**config.mk**
```make
export PLATFORM = sky130hd
export DESIGN_NAME = pcu_pascal_fill
export DESIGN_NICKNAME = d
export VERILOG_FILES = /design/src/rtl/pcu_pkg.sv /design/src/rtl/pcu_pascal_fill.sv
export SDC_FILE = /design/constraint.sdc
export NUM_CORES = 1
export LEC_CHECK = 0
export BUFFER_PORTS_ARGS = -buffer_cell sky130_fd_sc_hd__buf_2
export CORE_MARGIN = 2
export CORE_UTILIZATION = 45
export CTS_BUF_LIST = sky130_fd_sc_hd__clkbuf_4 sky130_fd_sc_hd__clkbuf_8 sky130_fd_sc_hd__clkbuf_16
export CTS_CLUSTER_DIAMETER = 120
export DETAILED_ROUTE_END_ITERATION = 12
export HOLD_SLACK_MARGIN = 0.06
export PLACE_DENSITY = 0.73
export SETUP_SLACK_MARGIN = 0.2
export SLEW_MARGIN = 20
export SYNTH_ARGS = -nofsm -noshare
export SYNTH_HDL_FRONTEND = slang
export SYNTH_SLANG_ARGS = --single-unit
```
**constraint.sdc**
```tcl
create_clock -name i_clk -period 3.1 [get_ports i_clk]
set_input_delay 0.31 -clock i_clk [delete_from_list [all_inputs] [get_ports i_clk]]
set_output_delay 0.31 -clock i_clk [all_outputs]
set_load 0.03 [all_outputs]
```
**src/rtl/pcu_pkg.sv**
```systemverilog
`timescale 1ns / 1ps

package pcu_pkg;

    // index and result field widths
    localparam int INDEX_W   = 64;
    localparam int SQ_W      = 6;
    localparam int CODE_W    = 2;

    // C(x,k) for x <= 64, k <= 8 stays below 2^33
    localparam int BINOM_W   = 33;

    // configuration port
    localparam int CFG_IDX_W  = 1;
    localparam int CFG_DATA_W = 7;
    localparam int SQC_W      = 7;
    localparam int PCC_W      = 4;

    localparam logic [CFG_IDX_W-1:0] CFG_SQUARE_COUNT = 1'b0;
    localparam logic [CFG_IDX_W-1:0] CFG_PIECE_COUNT  = 1'b1;

    localparam logic [SQC_W-1:0] SQUARE_COUNT_RST = 7'd50;
    localparam logic [PCC_W-1:0] PIECE_COUNT_RST  = 4'd4;

    // table fill status toward the sequencer
    typedef struct packed {
        logic wr_en;
        logic done;
    } t_fill_status;

endpackage

```
**src/rtl/pcu_pascal_fill.sv**
```systemverilog
`timescale 1ns / 1ps

module pcu_pascal_fill #(
    parameter int MAX_PIECES  = 8,
    parameter int MAX_SQUARES = 64
) (
    input  logic                                      i_clk,
    input  logic                                      i_rst_n,
    output pcu_pkg::t_fill_status                     o_status,
    output logic [$clog2(MAX_SQUARES+1)-1:0]          o_waddr,
    output logic [MAX_PIECES*pcu_pkg::BINOM_W-1:0]    o_wdata
);

    import pcu_pkg::*;

    localparam int AW = $clog2(MAX_SQUARES + 1);

    // r_row[k] holds C(x, k+1) for the row x = r_cnt while the fill runs
    logic [BINOM_W-1:0] r_row [MAX_PIECES];
    logic [BINOM_W-1:0] n_row [MAX_PIECES];
    logic [AW-1:0]      r_cnt;
    logic               r_done;

    always_comb begin
        for (int k = 0; k < MAX_PIECES; k++) begin
            if (k == 0) begin
                n_row[k] = r_row[k] + BINOM_W'(1);
            end else begin
                n_row[k] = r_row[k] + r_row[k-1];
            end
        end
    end

    always_ff @(posedge i_clk) begin
        if (!i_rst_n) begin
            r_cnt  <= '0;
            r_done <= 1'b0;
            for (int k = 0; k < MAX_PIECES; k++) begin
                r_row[k] <= '0;
            end
        end else if (!r_done) begin
            r_row <= n_row;
            if (r_cnt == AW'(MAX_SQUARES)) begin
                r_done <= 1'b1;
            end else begin
                r_cnt <= r_cnt + AW'(1);
            end
        end
    end

    always_comb begin
        for (int k = 0; k < MAX_PIECES; k++) begin
            o_wdata[k*BINOM_W +: BINOM_W] = r_row[k];
        end
    end

    assign o_waddr         = r_cnt;
    assign o_status.wr_en  = !r_done;
    assign o_status.done   = r_done;

endmodule

```
# Yosys cells after proc, flatten, opt, wreduce, memory -nomap -nowiden
# Index checks and enable logic that the tools add are counted.
# W data, S select, Z words.
word_totals:
  regBits: 272
  out_inout_bits: 273
op_classes:
  bitwise: 2
  n_reduce_logical: 2
  n_addsub: 9
  eq_ne: 1
  mux: 2
ops:
  columns: ["operator", "n"]
  rows:
  - ["$add A33 B33 Y33", 7]
  - ["$add A33 B1 Y33 const B", 1]
  - ["$add A7 B1 Y7 const B", 1]
  - ["$eq A7 B7 Y1 const B", 1]
  - ["$mux W1", 2]
  - ["$not A1 Y1", 2]
  - ["$reduce_and A2 Y1", 1]
  - ["$logic_not A1 Y1", 1]

# Depth between registers and ports, before layout
logic_depth:
  depth_word: 3
  ltp_mapped: 12

# Worst setup path before layout
# No wires, ideal clock.
synth_timing:
  kind: "flip-flop to flip-flop"
  startpoint: "reg r_row (netlist bit o_wdata[106])"
  endpoint: "reg r_row (netlist bit o_wdata[131])"
  t_arrival_ns: 3.164
  path_slack_ns: -0.131
  synth_period_minus_slack_ns: 3.231
  n_path_buf: 0
  path_stages_with_launch: 12
  cell_sequence: "dfxtp_1 -> ha_1 -> a211o_1 -> a2111o_1 -> o2111ai_2 -> o31ai_2 -> a2111oi_4 -> o31ai_2 -> a221oi_2 -> xor2_1 -> or3_1 -> a21oi_2"
synth_via:
  elab_chain_len: 1
synth_rtl:
  columns: ["element", "line", "rtl"]
  rows:
  - ["start: declaration", "pcu_pascal_fill.sv:19", "logic [BINOM_W-1:0] r_row [MAX_PIECES];"]
  - ["start signal: assignment", "pcu_pascal_fill.sv:42", "r_row <= n_row;"]
  - ["$add A33 B33 Y33", "pcu_pascal_fill.sv:29", "n_row[k] = r_row[k] + r_row[k-1];"]
# No other way between the ends.
# A chain may end at the register's enable or synchronous reset.

# Worst setup path in the final report
layout_timing:
  startpoint: "reg r_row (netlist bit o_wdata[73])"
  endpoint: "reg r_row (netlist bit o_wdata[131])"
# The elaborated chain is that of the path after synthesis.

==> metrics.cfg <==
[place]
globalplace.congestion = 0.9531
place_ws_ns = -0.1145
io_buffers = 274
dpl.hpwl_um = 45810

[sta]
worst_pin_slew_ns = 1.077
final_hold_viol_count = 0
finalSetupViolCount = 2
post-route-period-util = 1.023
slew_violations = 0
skew_ns = 0.01219
fmax_mhz = 315.3
grt_setup_unrepaired = yes
setup_slack_ns = -0.07141
slew_headroom = 0.2805
period_needed_ns = 3.171

[finish]
antennaDiodeCount = 0
drive_above_1_share = 0.2417
final_util = 0.5802
fin_nets = 3229
area_growth_pct = 26.81

[synth]
synth-edff-count = 0
synth_commonest_cells = a21oi_1, nand2_1, dfxtp_1
yosysMostFrequentCell = a21oi_1
synth_area_leaders = dfxtp_1, ha_1, a21oi_1
yosysSeqAreaShare = 0.2680
synth_ff_type = dfxtp_1
synth_top_family_by_area = compound AO/OA/AOI/OAI gates
yosysWarningCount = 0
async_flop_share = 0
yosys.area.top_type_share = 0.2680
synth_nets = 2847
synth.distinct_cells = 77
ys_ff_latch = 272
synth-compound-area-share = 0.2619
postSynthAreaPerCell_sq_um = 7.782
synth.largest_area_cell = dfxtp_1
syn_inst = 2611
synth_mux_area_frac = 0.01379
synth_xor_xnor_area_share = 0.09267
netlist_area_sq_um = 20320
synth-adder-area-share = 0.1467
synthSimpleGateAreaFrac = 0.1893

[global_route]
grt_antenna_before_repair = 0
grt_pass1_vias = 19795
grt_usage = 0.2621
grt_overflow = 0
grt_pass1_wl_um = 101900
grt_max_degree = 182

[cts]
numCtsBuffers = 35
clk_pin_slew_ns = 0.06
clock_sinks = 272
clock_latency_ns = 0.54
clock_tree.buffer_depth = 3
cts_tree = yes
ctsHoldBuffers = 0
root_buffer = clkbuf_16
htreeDepth = 2

[die]
dieArea_sq_um = 46870
die_y_um = 216.5
initial_core_util = 0.4575
rows = 77
fp.dieW_um = 216.5
ios = 275
core_region_area_sq_um = 44410

[pwr]
p_per_area_nw_per_um2 = 389.4
p_leak_nw = 12.36
ir_drop_mv = 0.3165

[critical_path]
critPathSlowestCell = a2111o_1
cp_max_fo = 3
critPathMaxStageDelay_ns = 0.41
cp_data_arrival_time_ns = 3.63
crit_buf_inv = 0
crit_start = o_wdata[73]
path_delay_family = compound AO/OA/AOI/OAI gates
path_class = register to register
worstPathRequired_ns = 3.56
crit_path_start_kind = register
crit_chain = ha_4 > a211o_1 > a2111o_1 > o2111ai_4 > o31ai_4 > a2111oi_4 > o31ai_2 > a221oi_2 > xor2_1 > or3_1 > a21oi_2
timing.rr.start = o_wdata[73]
cp-end-kind = register

[detailed_routing]
wire_per_inst_um = 17.97
drc = 0
wl_um = 64840
drt-initial-drc-count = 1336
num_vias = 20824
avgViaCountPerCell = 5.772
drt_first_pass_iters = 5
ant_nets = 0

[hold_path]
holdCritStartpoint = i_rst_n
hp-class = input pin to register

[job]
maxCapViolations = 0

[run_status]
status = finished with violations
violations = negative setup slack

## where the power goes
part	internal [W]	leakage (nW)	switching [W]
clock network	0.00259	0.588	0.00164
logic	0.000747	9.55	0.00113
registers	0.00368	2.22	0.000243
total	0.00702	12.4	0.00301
## area by class of cell
class	instances	area, sq um
clock buffers	51	1087
clock inverters	9	102.6
fillers	3971	18650
inverters	56	217.7
multi-input cells	2191	15390
flip-flops and latches	272	5540
well taps	592	740.7
repair buffers	437	2685
## state kept, by name, indices dropped and copies added (netlist names)
register / flops
r_done: 1
o_waddr: 7
o_wdata: 264
## cell families after synthesis
logic type | Yosys count
AOI/OAI and AO/OA | 869
and+or+nand+nor | 845
DFF | 272
adders and majority gates | 234
xor gates and xnor gates | 215
buffers and inverters | 148
muxes | 28
## routing by layer
| metal | wire [um] | global-route usage | share of wire |
|---|---|---|---|
| met5 | 0 | 0 | 0 |
| met4 | 2115 | 0.09635 | 0.033 |
| met3 | 4309 | 0.06119 | 0.066 |
| met2 | 29710 | 0.4286 | 0.46 |
| met1 | 28700 | 0.3359 | 0.44 |
## cells in the final DEF, fill, tap and decap left out, types with 12 or more instances in the layout
cell and count:
o211ai_1 15, ha_1 195, and2_1 14, a21oi_2 28, nor3_1 30, a31oi_1 17, dfxtp_2 34, o21a_1 17
nand2b_1 21, nand3_1 56, buf_6 12, a21o_1 108, nor2_1 248, o21ai_1 37, buf_2 274, o21ai_0 164
inv_1 54, and3_1 38, o21bai_1 24, dfxtp_4 14, mux2i_1 28, a21oi_1 283, buf_4 147, nand4_1 32
o21ai_2 19, xnor2_1 101, nor2b_1 24, clkbuf_16 37, a211oi_1 28, dfxtp_1 224, a211oi_2 12, or3_1 27
xor2_1 111, ha_4 22, nand2_1 302
## through the flow
step	setup TNS, ns	power (W)	instance area, sq um	std cells	hold slack (ns)
6_report	-0.07620	0.01003	25770	3608	0.3765
5_1_grt	-0.7430	0.01047	25770	3608	0.3791
4_1_cts	0	0.009970	24920	3580	0.3563
3_5_place_dp	-0.4442	0.005617	23090	3497	0.4783
3_3_place_gp	-0.1321	0.005564	23090	3497	0.4624
2_1_floorplan	0	0.005089	20440	2611	0.4599
## path summary, 6_finish.rpt
path,end,slack [ns],cells past startpoint
max reg2reg,o_wdata[131],-0.07,11
max,o_wdata[131],-0.07,11
min,o_wdata[251],0.38,4
min reg2reg,o_wdata[263],0.48,2
## worst register-to-register path, delay by kind of cell, from the launching register on
kind                     cells  cell delay (ns)
flip-flops                   1             0.35
adder cells (fa/ha/maj)      1             0.23
AND/OR/NAND/NOR              1             0.33
AO/OA/AOI/OAI                8             2.06
XOR/XNOR                     1             0.13
## timing repair
action	CTS	global route
pin swaps	65	100
buffers inserted	23	28
endpoints found under the setup margin	59	79
gates resized for setup	113	162
(Power assumes the default switching activity.)
