`config.mk`:
```
export PLATFORM = sky130hd
export DESIGN_NAME = pcu_ram
export DESIGN_NICKNAME = d
export VERILOG_FILES = /design/src/rtl/pcu_ram.sv
export SDC_FILE = /design/constraint.sdc
export NUM_CORES = 1
export LEC_CHECK = 0
export BUFFER_PORTS_ARGS = -buffer_cell sky130_fd_sc_hd__buf_2
export CORE_ASPECT_RATIO = 1.2
export CORE_MARGIN = 8
export CORE_UTILIZATION = 40
export CTS_CLUSTER_SIZE = 30
export DETAILED_ROUTE_END_ITERATION = 8
export PLACE_DENSITY = 0.58
export SLEW_MARGIN = 20
export SYNTH_ARGS = -nofsm -noshare
export SYNTH_HDL_FRONTEND = slang
export SYNTH_SLANG_ARGS = --single-unit
```
`constraint.sdc`:
```
create_clock -name i_clk -period 2 [get_ports i_clk]
set_input_delay 0.2 -clock i_clk [delete_from_list [all_inputs] [get_ports i_clk]]
set_output_delay 0.2 -clock i_clk [all_outputs]
set_load 0.005 [all_outputs]
```
`src/rtl/pcu_ram.sv`:
```
`timescale 1ns / 1ps

module pcu_ram #(
    parameter int WIDTH = 8,
    parameter int DEPTH = 16
) (
    input  logic                     i_clk,
    input  logic                     i_we,
    input  logic [$clog2(DEPTH)-1:0] i_waddr,
    input  logic [WIDTH-1:0]         i_wdata,
    input  logic [$clog2(DEPTH)-1:0] i_raddr,
    output logic [WIDTH-1:0]         o_rdata
);

    logic [WIDTH-1:0] r_mem [DEPTH];
    logic [WIDTH-1:0] r_rdata;

    always_ff @(posedge i_clk) begin
        if (i_we) begin
            r_mem[i_waddr] <= i_wdata;
        end
        r_rdata <= r_mem[i_raddr];
    end

    assign o_rdata = r_rdata;

endmodule

```
Word level (Yosys, flattened, before mapping)

Memory sizes are Yosys's and may differ from the RTL's. A register that Yosys moved wholly into a read port is not among the register bits.
Index checks and enable logic that the tools add are counted.

Register bits: 0
Word-level logic and storage cells: 3
Memory bits (writable): 128
Latch bits: 0
Input port bits: 18
Memories kept: 1
ROM bits: 0

Multiply operators: 0
Muxes and demuxes: 2
Div/mod/pow operators: 0
Equal/unequal tests: 0
Add/sub/neg operators: 0
Magnitude comparators: 0
Shift-type cells: 0
Reduce and logical (&&, ||, !) cells: 0
Bitwise gates (word level): 0

Memory list:

| memory | words | bits a word | read ports | clocked after memory_dff | write ports | RTL line | text |
|---|---|---|---|---|---|---|---|
| r_mem  | 16    | 8           | 1          | 1                        | 1           | 15       | `logic [WIDTH-1:0] r_mem [DEPTH];` |

Operator list:

| kind   | number |
|---|---|
| $mux 1 | 2 |

Logic depth before layout (Yosys ltp)

Gate-level depths: netlist of run 1.

Depth after elaboration: 2
Gate-level depth with buffers: 5

Worst setup path before layout of run 1

Ideal clock, no wire load.

Kind: input -> register
From: input port i_waddr[2]
To: memory r_mem[0][0] (enable)
Data arrival time: 1.310 ns
Cell stages on the path: 2
Slack: 0.307 ns
Library setup time: 0.383 ns
Buffers on the path: 0
Path through: or3b_2 > nor3_1

RTL lines:

| item               | RTL line | text |
|---|---|---|
| start: declaration | 9        | `input logic [$clog2(DEPTH)-1:0] i_waddr,` |
| end: declaration   | 15       |  |

Straight into the memory's write port.

==> results of run 1 <==
## per-stage QoR
stage / hold slack [ns] / total power [W]
2_1_floorplan: 0.299 / 0.00342
3_3_place_gp: 0.583 / 0.00356
3_5_place_dp: 0.586 / 0.00357
4_1_cts: 0.168 / 0.00673
5_1_grt: 0.186 / 0.00686
6_report: 0.189 / 0.00665
## synth_stat cells
library cell,n
nand3_1,1
and2_1,1
nand2_1,9
and2b_1,1
edfxtp_1,128
a22oi_1,16
nor3_1,4
nand3b_1,2
or3b_2,1
nor2_1,13
buf_4,1
buf_2,3
nand2b_1,2
clkdlybuf4s25_2,3
dfxtp_1,8
mux4_1,14
buf_6,3
mux4_2,18
nor2b_1,1
## kinds of logic after synthesis
family	count (synthesis)
AND/OR/NAND/NOR	35
multiplexers	32
AO/OA/AOI/OAI	16
buffers and inverters	10
flip-flops	136
## report_power, final
group	internal, W	switching [W]	leakage [nW]
clock	0.00207	0.00107	0.289
sequential	0.00319	0.0000168	1.22
combinational	0.000133	0.000169	0.612
total	0.00539	0.00125	2.12
## flip-flops by register name, summed over array words and instances (netlist names)
| name | count |
|---|---|
| o_rdata | 8 |
| r_mem | 128 |
## final timing paths
| check | start | end | slack, ns | cells past startpoint |
|---|---|---|---|---|
| max | r_mem[1][1] | o_rdata[1] | 0.62 | 3 |
| min reg2reg | r_mem[14][4] | o_rdata[4] | 0.66 | 3 |
| min | i_wdata[3] | r_mem[4][3] | 0.19 | 1 |
| max reg2reg | r_mem[1][1] | o_rdata[1] | 0.62 | 3 |
## routing by layer
metal	track usage, %	up-vias	wire (µm)
li1	-	1094	-
met4	5.86	0	150
met2	20.3	55	5090
met1	16.9	1301	4680
met5	0	-	0
met3	3.42	11	432
## critical path, delay by kind of cell, from the launching register on
family | cells | cell delay (ns)
mux | 1 | 0.53
flops | 1 | 0.37
compound gates | 1 | 0.28
simple gates | 1 | 0.09
## area by class of cell
type,count,area (µm²)
fillers,1076,6410
repair buffers,50,338
clock buffers,22,444
well taps,164,205
multi-input cells,83,1060
flip-flops and latches,136,4000
clock inverters,10,151
==> results.py, run 1 <==
metrics = {
    "run_status": {
        "status": "finished clean",
    },
    "logic_synthesis": {
        "avgSynthCellArea_um2": 22.5,
        "syn_inst": 229,
        "yosys.area_share.simple_pct": 3.18,
        "ys_ff_latch": 136,
        "synth_area_leader_cell": "edfxtp_1",
        "synth_mux_area_share_pct": 15.0,
        "synth_top_family_by_area": "multiplexers",
        "synth_nets": 247,
        "yosys_warnings": 0,
        "seq_area_frac_synth_pct": 77.8,
        "synthDistinctLibCells": 19,
        "synthAdderAreaFrac_pct": 0,
        "synth-xor-area-share_pct": 0,
        "synth_top_area_share_pct": 74.7,
        "synth_area_leaders": "edfxtp_1, mux4_2, mux4_1",
        "synth.cell_area_um2": 5150,
        "synth_compound_area_share_pct": 2.33,
    },
    "cells_and_area": {
        "area_growth_pct": 20.4,
        "final_core_util_pct": 49.2,
        "nNetsFinal": 306,
        "fin_cells": 465,
        "design_area_um2": 6200,
        "n_antenna_cell": 0,
        "drive_above_1_share_pct": 31.6,
        "final_cell_mix": "edfxtp_1, buf_2, buf_4",
        "final_common_cell": "edfxtp_1",
    },
    "timing": {
        "setup_viol_count_final": 0,
        "hold_viol": 0,
        "rsz0062_at_grt": "no",
        "fmaxAchievable_mhz": 725,
        "layout_setup_ws_ns": 0.621,
        "setup_tns_ns": 0,
        "tightest_slew_ns": 0.417,
        "report.final.slew_viol_count": 0,
        "relSlewSlack_pct": 72.2,
        "final.period_utilization_pct": 69.0,
        "finalClockSkew_ns": 0.00738,
        "period_minus_slack_ns": 1.38,
    },
    "die": {
        "core_um2": 12600,
        "die_area_um2": 16800,
        "num_rows": 45,
        "die_y_um": 140,
        "die_w_um": 120,
        "ios": 26,
        "initial_core_util_pct": 40.8,
    },
    "grt": {
        "grt_overflow_total": 0,
        "antenna_found_initial": 0,
        "grt_pass1_vias": 2598,
        "grt.total_usage_pct": 13.1,
        "grt_max_degree": 22,
        "grt_pass1_wl_um": 15700,
    },
    "setup_path": {
        "startpoint_type": "register",
        "worst_path_max_delay_cell": "mux4_1",
        "critical_path.max_fanout": 1,
        "slowest_delay_ns": 0.53,
        "worstPathRequired_ns": 2.29,
        "arrival_ns": 1.66,
        "critical_path_class": "reg -> reg",
        "end_kind": "register",
        "cp_cell_sequence": "mux4_1 > a22oi_1 > nand2_1",
    },
    "clock_tree": {
        "postCtsSetupBuffers": 0,
        "cts_resized": 0,
        "cts_buffers": 17,
        "cts_root_buffer": "clkbuf_16",
        "cts_tree": "built",
        "cts_max_level": 4,
        "clock-sinks": 136,
        "cts-hold-fix-buffers": 0,
        "clock_path_buffers": 2,
        "clock_latency_ns": 0.41,
        "path_clk_slew_ns": 0.06,
    },
    "power": {
        "ir_drop_v": 0.000504,
        "leakagePower_nw": 2.12,
        "p_per_area_nw_per_um2": 1070,
    },
    "detailed_routing": {
        "wl_per_cell_um": 22.3,
        "drtIter0Drc": 175,
        "dr_total_vias": 2461,
        "dr.pass1.iters": 4,
        "drc": 0,
        "antenna_left": 0,
        "viasPerCell": 5.29,
        "drt-total-wl_um": 10400,
    },
    "place": {
        "placed_cell_area_um2": 5600,
        "dp_hpwl_um": 6720,
        "numPortBuffers": 25,
        "place_ws_ns": 0.322,
        "dp_cells": 433,
        "gp_congestion": 0.792,
    },
    "run": {
        "max_cap_viol_count": 0,
    },
    "hold_path": {
        "hold_path_class": "in -> reg",
    },
}
Power figures use the tool's default switching activity.
==> inputs of run 2 (changes only) <==
--- a/config.mk
+++ b/config.mk
@@ -5,6 +5,7 @@
 export SDC_FILE = /design/constraint.sdc
 export NUM_CORES = 1
 export LEC_CHECK = 0
+export ABC_AREA = 1
 export BUFFER_PORTS_ARGS = -buffer_cell sky130_fd_sc_hd__buf_2
 export CORE_ASPECT_RATIO = 1.2
 export CORE_MARGIN = 8
==> constraint.sdc (replaced) <==
create_clock -name i_clk -period 1.4 [get_ports i_clk]
set_input_delay 0.14 -clock i_clk [delete_from_list [all_inputs] [get_ports i_clk]]
set_output_delay 0.14 -clock i_clk [all_outputs]
set_load 0.005 [all_outputs]
==> run 2 against run 1 <==
- sequential power is 43% higher
- count of clock-buffer cells in the layout decreased by 5
- die area grew 11%
- power increased by 43%
==> results.py, run 2 <==
metrics = {
    "detailed_routing": {
        "antenna_left": 0,
        "dr.pass1.iters": 5,
        "drtIter0Drc": 425,
        "wl_per_cell_um": 16.9,
        "viasPerCell": 4.85,
        "drc": 0,
        "drt-total-wl_um": 13300,
        "dr_total_vias": 3810,
    },
    "grt": {
        "antenna_found_initial": 0,
        "grt_pass1_wl_um": 20900,
        "grt_pass1_vias": 3776,
        "grt_overflow_total": 0,
        "grt_max_degree": 35,
        "grt.total_usage_pct": 15.1,
    },
    "place": {
        "dp_hpwl_um": 8530,
        "numPortBuffers": 25,
        "gp_congestion": 0.818,
    },
    "setup_path": {
        "reg2reg_from": "r_mem[1][6]",
        "slowest_delay_ns": 0.35,
        "r2r_end": "o_rdata[6]",
        "cp_cell_sequence": "buf_2",
        "crit_family": "flip-flops",
        "startpoint_type": "register",
        "critical_path_class": "reg -> out",
        "worstPathRequired_ns": 1.26,
        "worst_path_max_delay_cell": "dfxtp_1",
        "end_kind": "output pin",
        "critical_path.max_fanout": 1,
        "r2r_slack_ns": 0.39,
        "critPathBufInv": 1,
        "arrival_ns": 0.90,
        "rr_worst_depth": 6,
    },
    "die": {
        "die_area_um2": 18500,
        "initial_core_util_pct": 40.5,
        "core_um2": 14200,
        "ios": 26,
        "die_w_um": 126,
        "num_rows": 48,
        "die_y_um": 148,
    },
    "timing": {
        "relSlewSlack_pct": 73.3,
        "period_minus_slack_ns": 1.04,
        "finalClockSkew_ns": 0.00544,
        "rsz0062_at_grt": "no",
        "report.final.slew_viol_count": 0,
        "hold_viol": 0,
        "setup_viol_count_final": 0,
        "tightest_slew_ns": 0.400,
        "final.period_utilization_pct": 74.3,
        "fmaxAchievable_mhz": 961,
        "setup_tns_ns": 0,
    },
    "clock_tree": {
        "postCtsSetupBuffers": 0,
        "cts_tree": "built",
        "path_clk_slew_ns": 0.06,
        "cts-hold-fix-buffers": 0,
        "clock_path_buffers": 2,
        "cts_resized": 0,
        "cts_buffers": 17,
        "cts_root_buffer": "clkbuf_16",
        "clock_latency_ns": 0.42,
        "clock-sinks": 136,
        "cts_max_level": 4,
    },
    "cells_and_area": {
        "max_flop_register": "r_mem",
        "nNetsFinal": 615,
        "drive_above_1_share_pct": 13.8,
        "n_antenna_cell": 0,
        "area_growth_pct": 17.5,
        "final_cell_mix": "nand2_1, edfxtp_1, inv_1",
        "final_common_cell": "nand2_1",
        "largest_register_ff_count": 128,
    },
    "logic_synthesis": {
        "synth_common_cells": "nand2_1, edfxtp_1, inv_1",
        "synthDistinctLibCells": 12,
        "synth.most_common_cell": "nand2_1",
        "synthArstFlopShare_pct": 0,
        "ys_ff_latch": 136,
        "synth.cell_area_um2": 5770,
        "synth_edf_count": 128,
        "yosys_warnings": 0,
        "synth_top_area_share_pct": 66.7,
        "synth_nets": 569,
        "seq_area_frac_synth_pct": 69.4,
        "synth_area_leader_cell": "edfxtp_1",
        "avgSynthCellArea_um2": 10.5,
        "synth_top_flop_cell": "edfxtp_1",
        "synth_area_leaders": "edfxtp_1, nand2_1, nand3_1",
        "syn_inst": 551,
    },
    "power": {
        "leakagePower_nw": 2.95,
        "p_per_area_nw_per_um2": 1400,
        "ir_drop_v": 0.000870,
        "p_total_w": 0.00947,
    },
    "hold_path": {
        "hold_depth": 3,
        "hold_path.startpoint": "i_raddr[3]",
        "hold_end": "o_rdata[7]",
        "hold_path_class": "in -> reg",
    },
    "run": {
        "max_cap_viol_count": 0,
    },
    "run_status": {
        "status": "finished clean",
    },
}
==> run 2: area by class of cell <==
| cell class | count | area [µm²] |
|---|---|---|
| fill | 1306 | 7460 |
| sequential | 136 | 4000 |
| multi-input combinational | 289 | 1210 |
| clock buffer | 17 | 425 |
| timing repair buffer | 51 | 383 |
| inverter | 102 | 383 |
| tap | 175 | 219 |
| clock inverter | 15 | 150 |
==> run 2: per-layer routing <==
layer | share of wire (%) | routed length [µm] | global-route usage (%)
met5 | 0 | 0 | 0
met4 | 2.6 | 345 | 7.69
met3 | 4.9 | 657 | 2.99
met2 | 49 | 6470 | 24.8
met1 | 44 | 5810 | 18.6
==> run 2: tightest hold or removal path, stage by stage <==
cell and delay, ns:
buf_2 0.18, nand3_1 0.12, nand2_1 0.05
==> run 2: power breakdown <==
group / switching, W / leakage, nW / internal [W] / total (W)
registers: 0.0000293 / 1.22 / 0.00455 / 0.00458
logic: 0.000397 / 1.45 / 0.000186 / 0.000584
clock network: 0.00169 / 0.278 / 0.00262 / 0.00431
total: 0.00211 / 2.95 / 0.00736 / 0.00947
==> run 2: how the worst max path moves through the flow <==
stage | cells after the start | endpoint | startpoint
final | 1 | o_rdata[4] | o_rdata[4]
after global routing | 6 | o_rdata[6] | r_mem[1][6]
after CTS | 1 | o_rdata[4] | o_rdata[4]
after detailed placement | 6 | o_rdata[5] | i_raddr[2]
after global placement | 6 | o_rdata[5] | i_raddr[2]
after floorplan | 2 | r_mem[10][0] | i_waddr[2]
==> run 2: cell families after synthesis <==
family | share of synthesized area [%]
buffers and inverters | 9.52
flip-flops | 69.4
AND/OR/NAND/NOR | 21.0
==> run 2: per-stage QoR <==
step | std cells | hold WS [ns] | util [%] | cell area (µm²) | setup WS [ns]
floorplan | 551 | 0.239 | - | 5770 | 0.309
global placement | 753 | 0.526 | 43.6 | 6200 | 0.151
detailed placement | 753 | 0.521 | 43.6 | 6200 | 0.162
CTS | 785 | 0.0972 | 47.6 | 6780 | 0.332
global route | 785 | 0.107 | 47.6 | 6780 | 0.306
finish | 785 | 0.113 | 47.6 | 6780 | 0.360
==> inputs of run 3 (changes only) <==
--- a/config.mk
+++ b/config.mk
@@ -12,7 +12,7 @@
 export CORE_UTILIZATION = 40
 export CTS_CLUSTER_SIZE = 30
 export DETAILED_ROUTE_END_ITERATION = 8
-export PLACE_DENSITY = 0.58
+export PLACE_DENSITY = 0.6
 export SLEW_MARGIN = 20
 export SYNTH_ARGS = -nofsm -noshare
 export SYNTH_HDL_FRONTEND = slang
==> constraint.sdc (replaced) <==
create_clock -name i_clk -period 0.9 [get_ports i_clk]
set_input_delay 0.09 -clock i_clk [delete_from_list [all_inputs] [get_ports i_clk]]
set_output_delay 0.09 -clock i_clk [all_outputs]
set_load 0.005 [all_outputs]
==> run 3 against run 2 <==
- register-to-register slack lost 0.45 ns
- sequential cell count is the same
- die area did not move
- the flow now finishes with violations (setup timing)
- sequential share of layout area down 3.8 points
- final cell count increased by 1.3%
- first-iteration DRC count shrank 31%
==> results.py, run 3 (same netlist as run 2, synthesis figures left out) <==
metrics = {
    "setup_path": {
        "crit_start": "r_mem[2][3]",
        "arrival_ns": 1.26,
        "critical_path.max_fanout": 1,
        "end_kind": "register",
        "rr_worst_depth": 6,
        "r2r_end": "o_rdata[3]",
        "crit_end": "o_rdata[3]",
        "critPathBufInv": 0,
        "reg2reg_from": "r_mem[2][3]",
        "crit_family": "simple AND/OR/NAND/NOR gates",
        "critical_path_class": "reg -> reg",
        "cp.depth": 6,
        "r2r_slack_ns": -0.06,
        "cpMostUsedCell": "nand2_1",
        "cp_cell_sequence": "nand2_1 > nand2_1 > nand2_1 > nand3_2 > nand3_4 > nand2_2",
        "worstPathRequired_ns": 1.21,
        "startpoint_type": "register",
        "worst_path_max_delay_cell": "edfxtp_1",
        "slowest_delay_ns": 0.37,
    },
    "timing": {
        "final.period_utilization_pct": 107,
        "finalClockSkew_ns": 0.00829,
        "report.final.slew_viol_count": 0,
        "layout_setup_ws_ns": -0.0585,
        "rsz0062_at_grt": "yes",
        "tightest_slew_ns": 0.422,
        "hold_viol": 0,
        "whs_ns": 0.100,
        "period_minus_slack_ns": 0.959,
        "relSlewSlack_pct": 71.8,
        "fmaxAchievable_mhz": 1040,
        "setup_viol_count_final": 15,
    },
    "detailed_routing": {
        "drt-total-wl_um": 13400,
        "dr_total_vias": 3919,
        "drc": 0,
        "viasPerCell": 4.93,
        "wl_per_cell_um": 16.9,
        "dr.pass1.iters": 5,
        "drtIter0Drc": 295,
        "antenna_left": 0,
    },
    "grt": {
        "grt_pass1_vias": 3896,
        "grt.total_usage_pct": 15.2,
        "grt_overflow_total": 0,
        "grt_max_degree": 33,
        "grt_pass1_wl_um": 21300,
        "antenna_found_initial": 0,
    },
    "clock_tree": {
        "clock-sinks": 136,
        "postCtsSetupBuffers": 0,
        "cts_tree": "built",
        "clock_latency_ns": 0.41,
        "path_clk_slew_ns": 0.06,
        "cts_buffers": 17,
        "cts_root_buffer": "clkbuf_16",
        "clock_path_buffers": 2,
        "cts-hold-fix-buffers": 0,
        "cts_max_level": 4,
    },
    "cells_and_area": {
        "final_cell_mix": "nand2_1, edfxtp_1, inv_1",
        "fillers": 1203,
        "multiInputGateArea_um2": 1480,
        "seqCellArea_um2": 4010,
        "area_growth_pct": 25.8,
        "nNetsFinal": 625,
        "final_common_cell": "nand2_1",
        "max_flop_register": "r_mem",
        "largest_register_ff_count": 128,
        "n_antenna_cell": 0,
        "drive_above_1_share_pct": 24.4,
    },
    "die": {
        "ios": 26,
        "core_um2": 14200,
        "die_y_um": 148,
        "die_area_um2": 18500,
        "initial_core_util_pct": 40.5,
        "die_w_um": 126,
        "num_rows": 48,
    },
    "power": {
        "internal-power_w": 0.0122,
        "p_total_w": 0.0155,
        "ir_drop_v": 0.00117,
        "leakagePower_nw": 3.14,
        "p_sw_share_pct": 21.1,
        "p_comb_share_pct": 7.2,
        "netSwitchingPower_w": 0.00327,
        "seq_power_share_pct": 46.2,
        "p_per_area_nw_per_um2": 2130,
        "pwr-share-clk_pct": 46.7,
    },
    "run_status": {
        "status": "complete, but fails checks",
        "failed_checks": "setup timing",
    },
    "hold_path": {
        "hold_path_class": "in -> reg",
    },
    "place": {
        "gp_congestion": 0.851,
        "dp_hpwl_um": 8840,
        "numPortBuffers": 25,
        "place_ws_ns": -0.251,
    },
    "run": {
        "max_cap_viol_count": 0,
    },
}
[run 3: repair_timing]
action / CTS / global route
setup endpoints to repair: 16 / 16
pin swaps: 22 / 14
resized for setup: 35 / 23
[run 3: metal layers]
| layer | global-route usage (%) | wire length [µm] | up-vias | part of all wire, % |
|---|---|---|---|---|
| met5 | 0 | 0 | - | 0 |
| met4 | 9.40 | 487 | 0 | 3.6 |
| met3 | 2.85 | 554 | 30 | 4.1 |
| met2 | 24.8 | 6690 | 106 | 50 |
| met1 | 18.4 | 5710 | 1893 | 43 |
| li1 | - | - | 1890 | - |
[run 3: how the worst min path moves through the flow]
stage                    start     endpoint  slack (ns)  depth (start not counted)
floorplan           i_wdata[0]  r_mem[0][0]        0.19                          0
global placement    o_rdata[0]   o_rdata[0]        0.47                          1
detailed placement  o_rdata[0]   o_rdata[0]        0.47                          1
CTS                 i_raddr[1]   o_rdata[4]        0.09                          5
global route        i_wdata[6]  r_mem[8][6]         0.1                          1
finish              i_wdata[6]  r_mem[8][6]        0.10                          1
[run 3: cell type report]
cell class / instances / share of cell area [%]
flip-flops and latches: 136 / 55.3
multi-input cells: 289 / 20.4
repair buffers: 61 / 7.43
clock buffers: 20 / 6.16
inverters: 102 / 5.28
well taps: 175 / 3.02
clock inverters: 12 / 2.41
[run 3: per-stage QoR]
step                      setup TNS [ns]  cell area [µm²]  util, %  std cells
after floorplan                   -11.03             5790        -        551
after global placement            -23.01             6350     44.6        763
after detailed placement          -24.70             6350     44.6        763
after CTS                         -0.541             7140     50.2        795
after global routing               -1.10             7260     51.0        795
final                             -0.483             7260     51.0        795
[run 3: worst reg2reg max path: cells and delay by family (launching register included)]
kind	cells	cell delay, ns
flops	1	0.37
simple gates	6	0.48
[run 3: power groups by stage]
stage               registers, W  logic (W)  clock network, W
floorplan                0.00725   0.000509                 0
global placement         0.00726   0.000979                 0
detailed placement       0.00726   0.000990                 0
CTS                      0.00714    0.00107           0.00727
global route             0.00715    0.00122           0.00752
finish                   0.00714    0.00111           0.00721
